$ cat src/hdl/jcs_pkg.sv
// Shared types and character codes for the JSON-with-comments stripper.
package jcs_pkg;

   // Character codes that steer the scanner.
   localparam logic [7:0] CH_SLASH     = 8'h2F;
   localparam logic [7:0] CH_STAR      = 8'h2A;
   localparam logic [7:0] CH_QUOTE     = 8'h22;
   localparam logic [7:0] CH_BACKSLASH = 8'h5C;
   localparam logic [7:0] CH_NEWLINE   = 8'h0A;

   // Result queue geometry.
   localparam int QUEUE_DEPTH = 4;
   localparam int QUEUE_AW    = $clog2(QUEUE_DEPTH);
   localparam int QUEUE_CW    = $clog2(QUEUE_DEPTH + 1);

   // Scanner state carried from one byte to the next.
   typedef struct packed {
      logic inside_string;
      logic escape_pending;
      logic inside_line_comment;
      logic inside_block_comment;
      logic slash_held;
      logic star_seen;
   } scan_state_type;

   localparam scan_state_type SCAN_RESET = '0;

   // One result word.
   typedef struct packed {
      logic [7:0] out_byte;
      logic       byte_valid;
      logic       last_result;
   } result_type;

   // Results caused by one input word: a count of zero, one or two and the words.
   typedef struct packed {
      logic [1:0] count;
      result_type first;
      result_type second;
   } step_result_type;

endpackage

$ cat src/hdl/jsonc_comment_stripper.sv
// Top level of the JSON-with-comments stripper: input register, scanner state and result queue.
//
// The block takes one byte of commented JSON text per word and returns the text with line
// and block comments removed; newlines within comments are kept and slashes inside quoted
// strings are left alone. A byte enters the input register, is scanned against the stored
// state and is written into a four-word result queue, whose head drives the result port.
// One byte is taken every cycle while the queue has room; a byte that releases a held slash
// yields two result words, and while the queue holds more than two words the input stalls
// until it drains, so the sustained rate is one word out per cycle unless the receiver stalls.
// A final byte that yields no text produces one word with rsp_byte_valid low and
// rsp_last_result high, and all scanner state returns to its reset value after the final byte.
module jsonc_comment_stripper (
   input  logic       clock,
   input  logic       reset,
   input  logic       req_valid,
   output logic       req_stall,
   input  logic [7:0] req_in_byte,
   input  logic       req_end_of_text,
   output logic       rsp_valid,
   input  logic       rsp_stall,
   output logic [7:0] rsp_out_byte,
   output logic       rsp_byte_valid,
   output logic       rsp_last_result
);

   logic                     in_valid_ff;
   logic                     in_valid_in;
   logic [7:0]               in_byte_ff;
   logic                     in_eot_ff;
   jcs_pkg::scan_state_type  state_ff;
   jcs_pkg::scan_state_type  state_in;
   jcs_pkg::scan_state_type  state_next;
   jcs_pkg::step_result_type step_out;
   jcs_pkg::step_result_type push;
   logic                     room;
   logic                     advance;
   logic                     load;

   // The registered word moves on when the queue has room for its results.
   assign advance   = in_valid_ff && room;
   assign req_stall = in_valid_ff && !room;
   assign load      = req_valid && !req_stall;

   assign in_valid_in = load || (in_valid_ff && !advance);
   assign state_in    = advance ? state_next : state_ff;

   always_ff @(posedge clock) begin
      if (reset) begin
         in_valid_ff <= 1'b0;
         state_ff    <= jcs_pkg::SCAN_RESET;
      end else begin
         in_valid_ff <= in_valid_in;
         state_ff    <= state_in;
      end
   end

   // Input word register.
   always_ff @(posedge clock) begin
      if (load) begin
         in_byte_ff <= req_in_byte;
         in_eot_ff  <= req_end_of_text;
      end
   end

   jcs_step u_step (
      .state       (state_ff),
      .in_byte     (in_byte_ff),
      .end_of_text (in_eot_ff),
      .state_next  (state_next),
      .results     (step_out)
   );

   // Only a word that advances pushes results.
   always_comb begin
      push = step_out;
      if (!advance) push.count = 2'd0;
   end

   jcs_out_queue u_queue (
      .clock           (clock),
      .reset           (reset),
      .push            (push),
      .room            (room),
      .rsp_valid       (rsp_valid),
      .rsp_stall       (rsp_stall),
      .rsp_out_byte    (rsp_out_byte),
      .rsp_byte_valid  (rsp_byte_valid),
      .rsp_last_result (rsp_last_result)
   );

`ifndef SYNTHESIS
   // Every advancing word yields at least one result at the end of the text.
   a_eot_result: assert property (@(posedge clock) disable iff (reset)
      advance && in_eot_ff |-> step_out.count != 2'd0)
      else $error("final byte produced no result");

   // After the final byte the scanner state is back at reset.
   a_eot_clear: assert property (@(posedge clock) disable iff (reset)
      advance && in_eot_ff |=> state_ff == jcs_pkg::SCAN_RESET)
      else $error("state not cleared after final byte");

   // A stalled input word holds in the register.
   a_hold_word: assert property (@(posedge clock) disable iff (reset)
      in_valid_ff && !advance |=> in_valid_ff && $stable(in_byte_ff) && $stable(in_eot_ff))
      else $error("input register lost a stalled word");
`endif

endmodule

$ cat src/hdl/jcs_step.sv
// Combinational scanner step: next state and the results of one input byte.
module jcs_step (
   input  jcs_pkg::scan_state_type  state,
   input  logic [7:0]               in_byte,
   input  logic                     end_of_text,
   output jcs_pkg::scan_state_type  state_next,
   output jcs_pkg::step_result_type results
);

   // String tracking for a byte that is passed through as text.
   function automatic jcs_pkg::scan_state_type string_track(
      input jcs_pkg::scan_state_type s,
      input logic [7:0]              b
   );
      jcs_pkg::scan_state_type r;
      r = s;
      if (!s.inside_string) begin
         if (b == jcs_pkg::CH_QUOTE) r.inside_string = 1'b1;
      end else if (s.escape_pending) begin
         r.escape_pending = 1'b0;
      end else if (b == jcs_pkg::CH_BACKSLASH) begin
         r.escape_pending = 1'b1;
      end else if (b == jcs_pkg::CH_QUOTE) begin
         r.inside_string = 1'b0;
      end
      return r;
   endfunction

   jcs_pkg::scan_state_type nxt;
   jcs_pkg::result_type     r0;
   jcs_pkg::result_type     r1;
   logic [1:0]              n;

   // Main scanner decision, in order of precedence.
   always_comb begin
      nxt = state;
      n   = 2'd0;
      r0  = '{out_byte: in_byte, byte_valid: 1'b1, last_result: 1'b0};
      r1  = '{out_byte: in_byte, byte_valid: 1'b1, last_result: 1'b0};
      priority if (state.inside_line_comment) begin
         if (in_byte == jcs_pkg::CH_NEWLINE) begin
            nxt.inside_line_comment = 1'b0;
            n = 2'd1;
         end
      end else if (state.inside_block_comment) begin
         if (state.star_seen && in_byte == jcs_pkg::CH_SLASH) begin
            nxt.inside_block_comment = 1'b0;
            nxt.star_seen            = 1'b0;
         end else begin
            nxt.star_seen = (in_byte == jcs_pkg::CH_STAR);
            if (in_byte == jcs_pkg::CH_NEWLINE) n = 2'd1;
         end
      end else if (state.slash_held) begin
         nxt.slash_held = 1'b0;
         if (in_byte == jcs_pkg::CH_SLASH) begin
            nxt.inside_line_comment = 1'b1;
         end else if (in_byte == jcs_pkg::CH_STAR) begin
            nxt.inside_block_comment = 1'b1;
            nxt.star_seen            = 1'b0;
         end else begin
            // The held slash was ordinary text: it goes out ahead of this byte.
            r0.out_byte = jcs_pkg::CH_SLASH;
            n   = 2'd2;
            nxt = string_track(nxt, in_byte);
         end
      end else if (!state.inside_string && in_byte == jcs_pkg::CH_SLASH) begin
         if (end_of_text) n = 2'd1;
         else nxt.slash_held = 1'b1;
      end else begin
         n   = 2'd1;
         nxt = string_track(nxt, in_byte);
      end

      // The final byte closes the text: mark the last result and clear the state.
      if (end_of_text) begin
         if (n == 2'd0) begin
            r0 = '{out_byte: 8'h00, byte_valid: 1'b0, last_result: 1'b0};
            n  = 2'd1;
         end
         if (n == 2'd1) r0.last_result = 1'b1;
         else r1.last_result = 1'b1;
         nxt = jcs_pkg::SCAN_RESET;
      end
   end

   assign state_next     = nxt;
   assign results.count  = n;
   assign results.first  = r0;
   assign results.second = r1;

endmodule

$ cat src/hdl/jcs_out_queue.sv
// Small result queue that takes up to two words a cycle and delivers one unless the receiver stalls.
module jcs_out_queue (
   input  logic                     clock,
   input  logic                     reset,
   input  jcs_pkg::step_result_type push,
   output logic                     room,
   output logic                     rsp_valid,
   input  logic                     rsp_stall,
   output logic [7:0]               rsp_out_byte,
   output logic                     rsp_byte_valid,
   output logic                     rsp_last_result
);

   jcs_pkg::result_type             entry_ff [jcs_pkg::QUEUE_DEPTH];
   logic [jcs_pkg::QUEUE_AW-1:0]    wr_ptr_ff;
   logic [jcs_pkg::QUEUE_AW-1:0]    wr_ptr_in;
   logic [jcs_pkg::QUEUE_AW-1:0]    rd_ptr_ff;
   logic [jcs_pkg::QUEUE_AW-1:0]    rd_ptr_in;
   logic [jcs_pkg::QUEUE_CW-1:0]    count_ff;
   logic [jcs_pkg::QUEUE_CW-1:0]    count_in;
   logic [jcs_pkg::QUEUE_AW-1:0]    wr_ptr_plus1;
   logic                            pop;
   jcs_pkg::result_type             head;

   // There is room for a whole step's results when at least two entries are free.
   assign room = (count_ff <= jcs_pkg::QUEUE_CW'(jcs_pkg::QUEUE_DEPTH - 2));

   assign pop          = rsp_valid && !rsp_stall;
   assign wr_ptr_plus1 = wr_ptr_ff + 1'b1;

   // Pointer and fill count update.
   always_comb begin
      wr_ptr_in = wr_ptr_ff + jcs_pkg::QUEUE_AW'(push.count);
      rd_ptr_in = rd_ptr_ff + jcs_pkg::QUEUE_AW'(pop);
      count_in  = count_ff + jcs_pkg::QUEUE_CW'(push.count) - jcs_pkg::QUEUE_CW'(pop);
   end

   always_ff @(posedge clock) begin
      if (reset) begin
         wr_ptr_ff <= '0;
         rd_ptr_ff <= '0;
         count_ff  <= '0;
      end else begin
         wr_ptr_ff <= wr_ptr_in;
         rd_ptr_ff <= rd_ptr_in;
         count_ff  <= count_in;
      end
   end

   // Entry storage: the first word at the write pointer, the second just after it.
   always_ff @(posedge clock) begin
      if (push.count != 2'd0) entry_ff[wr_ptr_ff] <= push.first;
      if (push.count == 2'd2) entry_ff[wr_ptr_plus1] <= push.second;
   end

   // The head entry drives the result port.
   assign head            = entry_ff[rd_ptr_ff];
   assign rsp_valid       = (count_ff != '0);
   assign rsp_out_byte    = head.out_byte;
   assign rsp_byte_valid  = head.byte_valid;
   assign rsp_last_result = head.last_result;

`ifndef SYNTHESIS
   // The queue never holds more words than it has entries.
   a_count_bound: assert property (@(posedge clock) disable iff (reset)
      count_ff <= jcs_pkg::QUEUE_CW'(jcs_pkg::QUEUE_DEPTH))
      else $error("result queue over-full");

   // Words are only pushed while there is room for a full step.
   a_push_room: assert property (@(posedge clock) disable iff (reset)
      push.count != 2'd0 |-> room)
      else $error("result pushed without room");

   // A step never reports three results.
   a_push_count: assert property (@(posedge clock) disable iff (reset)
      push.count != 2'd3)
      else $error("invalid result count");

   // The fill count follows pushes and pops exactly.
   a_count_track: assert property (@(posedge clock) disable iff (reset)
      !$past(reset) |-> count_ff == $past(count_ff) + jcs_pkg::QUEUE_CW'($past(push.count))
                                    - jcs_pkg::QUEUE_CW'($past(pop)))
      else $error("result queue count out of step");
`endif

endmodule

$ cat config.mk
export PLATFORM = sky130hd
export DESIGN_NAME = jsonc_comment_stripper
export DESIGN_NICKNAME = d
export VERILOG_FILES = /design/src/hdl/jcs_pkg.sv /design/src/hdl/jsonc_comment_stripper.sv /design/src/hdl/jcs_step.sv /design/src/hdl/jcs_out_queue.sv
export SDC_FILE = /design/constraint.sdc
export NUM_CORES = 1
export LEC_CHECK = 0
export BUFFER_PORTS_ARGS = -buffer_cell sky130_fd_sc_hd__buf_4
export CAP_MARGIN = 15
export CORE_ASPECT_RATIO = 1.75
export CORE_MARGIN = 2
export CORE_UTILIZATION = 55
export DETAILED_ROUTE_END_ITERATION = 8
export PLACE_DENSITY = 0.81
export SYNTH_ARGS = -nofsm -noshare
export SYNTH_HDL_FRONTEND = slang
export SYNTH_SLANG_ARGS = --single-unit
$ cat constraint.sdc
create_clock -name clock -period 5.2 [get_ports clock]
set_input_delay 1.04 -clock clock [delete_from_list [all_inputs] [get_ports clock]]
set_output_delay 1.04 -clock clock [all_outputs]
set_load 0.005 [all_outputs]
==> flow_summary.yaml <==
critical_path:
  path_common_cell: "nand2_1"
  crit_chain: "a21oi_1 > nand2_1 > nor3b_1 > nand2_1 > o21ai_1"
  worstPathRequired_ns: 5.17
  critPathKind: "register to register"
  cpLargestDelayFamily: "simple AND/OR/NAND/NOR gates"
  critPathMaxStageDelay_ns: 0.63
  crit_path_end_kind: "register"
  critPathMaxFanout: 11
  cp_data_arrival_time_ns: 3.11
  start_kind: "register"
  crit_path_top_delay_cell: "nor3b_1"
  cp_num_buf_inv: 0
clock_network:
  clk_pin_slew_worst_paths_ns: 0.07
  cts_tree: "done"
  cts_sinks: 63
  cts_hold_buf: 0
  clk_path_buf_depth: 2
  cts_buffers: 9
  postCtsSetupBuffers: 0
  root_buffer: "clkbuf_8"
  htreeDepth: 3
  worstSkewPairLatency_ns: 0.34
  post_cts_resized: 0
power:
  power_density_nw_per_um2: 400
  p_leak_nw: 1.29
  ir_drop_mv: 0.355
  power_mw: 1.46
floorplanning:
  initial_core_util_pct: 57.3
  core_area_um2: 5590
  die_h_um: 105
  die_w_um: 61.7
  die_area_um2: 6470
  rows: 36
  num_io_pins: 25
placed_design:
  place_area_um2: 3420
  dp.cells: 365
  port_buffers: 24
  dp_slack_ns: 2.10
  dp_hpwl_um: 5150
  place.gp.congestion: 0.940
global_routing:
  overflow: 0
  grt_pass1_vias: 2267
  antenna_found_initial: 0
  grt_max_degree: 17
  grt_pass1_wl_um: 11000
  grt_usage_pct: 23.7
final_layout:
  nNetsFinal: 319
  fin_util_pct: 65.5
  fillers: 458
  layout.cells.non_filler: 381
  layout_commonest_cell: "edfxtp_1"
  diodes: 0
  drive_gt1_share_pct: 18.7
  final_cell_mix: "edfxtp_1 (45), nor2_1 (28), buf_4 (25)"
  seq_area_um2: 1710
  multiInputGateArea_um2: 1390
  syn2layout_area_growth_pct: 14.1
  final_cell_area_um2: 3660
synthesis:
  yosysSeqAreaShare_pct: 53.4
  ys_types: 55
  synthArstFlopShare_pct: 0
  syn-instance-count: 281
  ys_ff_latch: 63
  syn-num-nets: 300
  synth_warnings: 0
  synth_top_flop_cell: "edfxtp_1"
  syn_area_per_cell_um2: 11.4
  synth_edf_count: 45
  syn_area_um2: 3200
route:
  ant_nets: 0
  via_per_inst: 5.94
  drtPass1Iterations: 4
  via_count: 2264
  routedWlPerCell_um: 17.6
  wl_um: 6700
  drc: 0
  drtIter0Drc: 105
timing:
  timing_max_transition_violations_final: 0
  hold_viol: 0
  setup_viol: 0
  rsz0062_at_grt: "false"
  period_share_pct: 60.4
  finalClockSkew_ns: 0.00687
  setup_ws_ns: 2.06
  setup-tns-final_ns: 0
  min_period_ns: 3.14
  fmaxAchievable_mhz: 318
  whs_ns: 0.482
  slew-limit-headroom_pct: 35.5
  worst_pin_slew_ns: 0.968
worst_hold_path:
  hold_path_class: "register to register"
status:
  outcome: "finished clean"
job:
  cap_violations: 0
## synthesized netlist by cell type, types with 2 or more instances
master | n | area, um2
a211oi_1 | 4 | 30.0
a21oi_1 | 24 | 120
a221o_1 | 2 | 20.0
a22oi_1 | 2 | 15.0
and2_1 | 2 | 12.5
clkbuf_1 | 16 | 60.1
dfxtp_1 | 18 | 360
edfxtp_1 | 45 | 1350
ha_1 | 5 | 62.6
inv_1 | 9 | 33.8
mux4_2 | 10 | 225
nand2_1 | 15 | 56.3
nand3_1 | 4 | 20.0
nand4b_1 | 4 | 35.0
nor2_1 | 28 | 105
nor2b_1 | 21 | 131
nor3_1 | 9 | 45.0
nor3b_1 | 2 | 15.0
nor4_1 | 3 | 18.8
nor4b_1 | 3 | 26.3
o211ai_1 | 2 | 15.0
o21a_1 | 6 | 45.0
o21ai_0 | 4 | 20.0
o21ai_1 | 5 | 25.0
o22ai_1 | 2 | 12.5
or2_2 | 2 | 12.5
xnor2_1 | 5 | 43.8
xor2_1 | 2 | 17.5
## path summary, 6_finish.rpt
kind                                             start  cells past startpoint  slack, ns                endpoint
worst max-delay path               u_queue.count_ff[1]                      5       2.06  u_queue.entry_ff[2][4]
worst min-delay path            u_queue.entry_ff[0][1]                      2       0.48  u_queue.entry_ff[0][1]
worst max register to register     u_queue.count_ff[1]                      5       2.06  u_queue.entry_ff[2][4]
worst min register to register  u_queue.entry_ff[0][1]                      2       0.48  u_queue.entry_ff[0][1]
## power by group
group	leakage [nW]	switching (mW)	internal [mW]	total, mW
Combinational	0.581	0.135	0.178	0.313
Sequential	0.592	0.0624	0.592	0.654
Clock	0.118	0.179	0.315	0.494
Total	1.29	0.377	1.09	1.46
## kinds of logic after synthesis
| group | after synthesis | synth area share, % |
|---|---|---|
| buffers and inverters | 27 | 3.20 |
| AOI/OAI and AO/OA | 66 | 14.5 |
| muxes | 11 | 7.34 |
| and+or+nand+nor | 101 | 17.1 |
| adders and majority gates | 6 | 2.58 |
| xor gates and xnor gates | 7 | 1.91 |
| DFF | 63 | 53.4 |
## registers in the layout, indices dropped and copies added (netlist names)
signal,cells
u_queue.entry_ff,40
in_byte_ff,8
state_ff,6
u_queue.count_ff,3
u_queue.rd_ptr_ff,2
u_queue.wr_ptr_ff,2
in_eot_ff,1
in_valid_ff,1
## worst min-delay path: stages, from the launching register on
cell and delay, ns:
dfxtp_1 0.31, inv_1 0.05, a22oi_1 0.07
## per-layer routing
layer,GRT usage (%),up-vias,share of wire [%]
met4,13.2,0,4.0
met3,6.31,23,3.9
met1,26.5,1071,38
met2,38.8,76,54
li1,-,1094,-
met5,0,-,0
## final cells by class
| cell class | instances | share of cell area (%) |
|---|---|---|
| Clock buffer | 9 | 3.39 |
| Clock inverter | 7 | 3.05 |
| Inverter | 10 | 1.03 |
| Multi-Input combinational cell | 191 | 38.0 |
| Sequential cell | 63 | 46.8 |
| Tap cell | 76 | 2.60 |
| Timing Repair Buffer | 25 | 5.13 |
No activity file was read; power rests on OpenSTA's default activity.
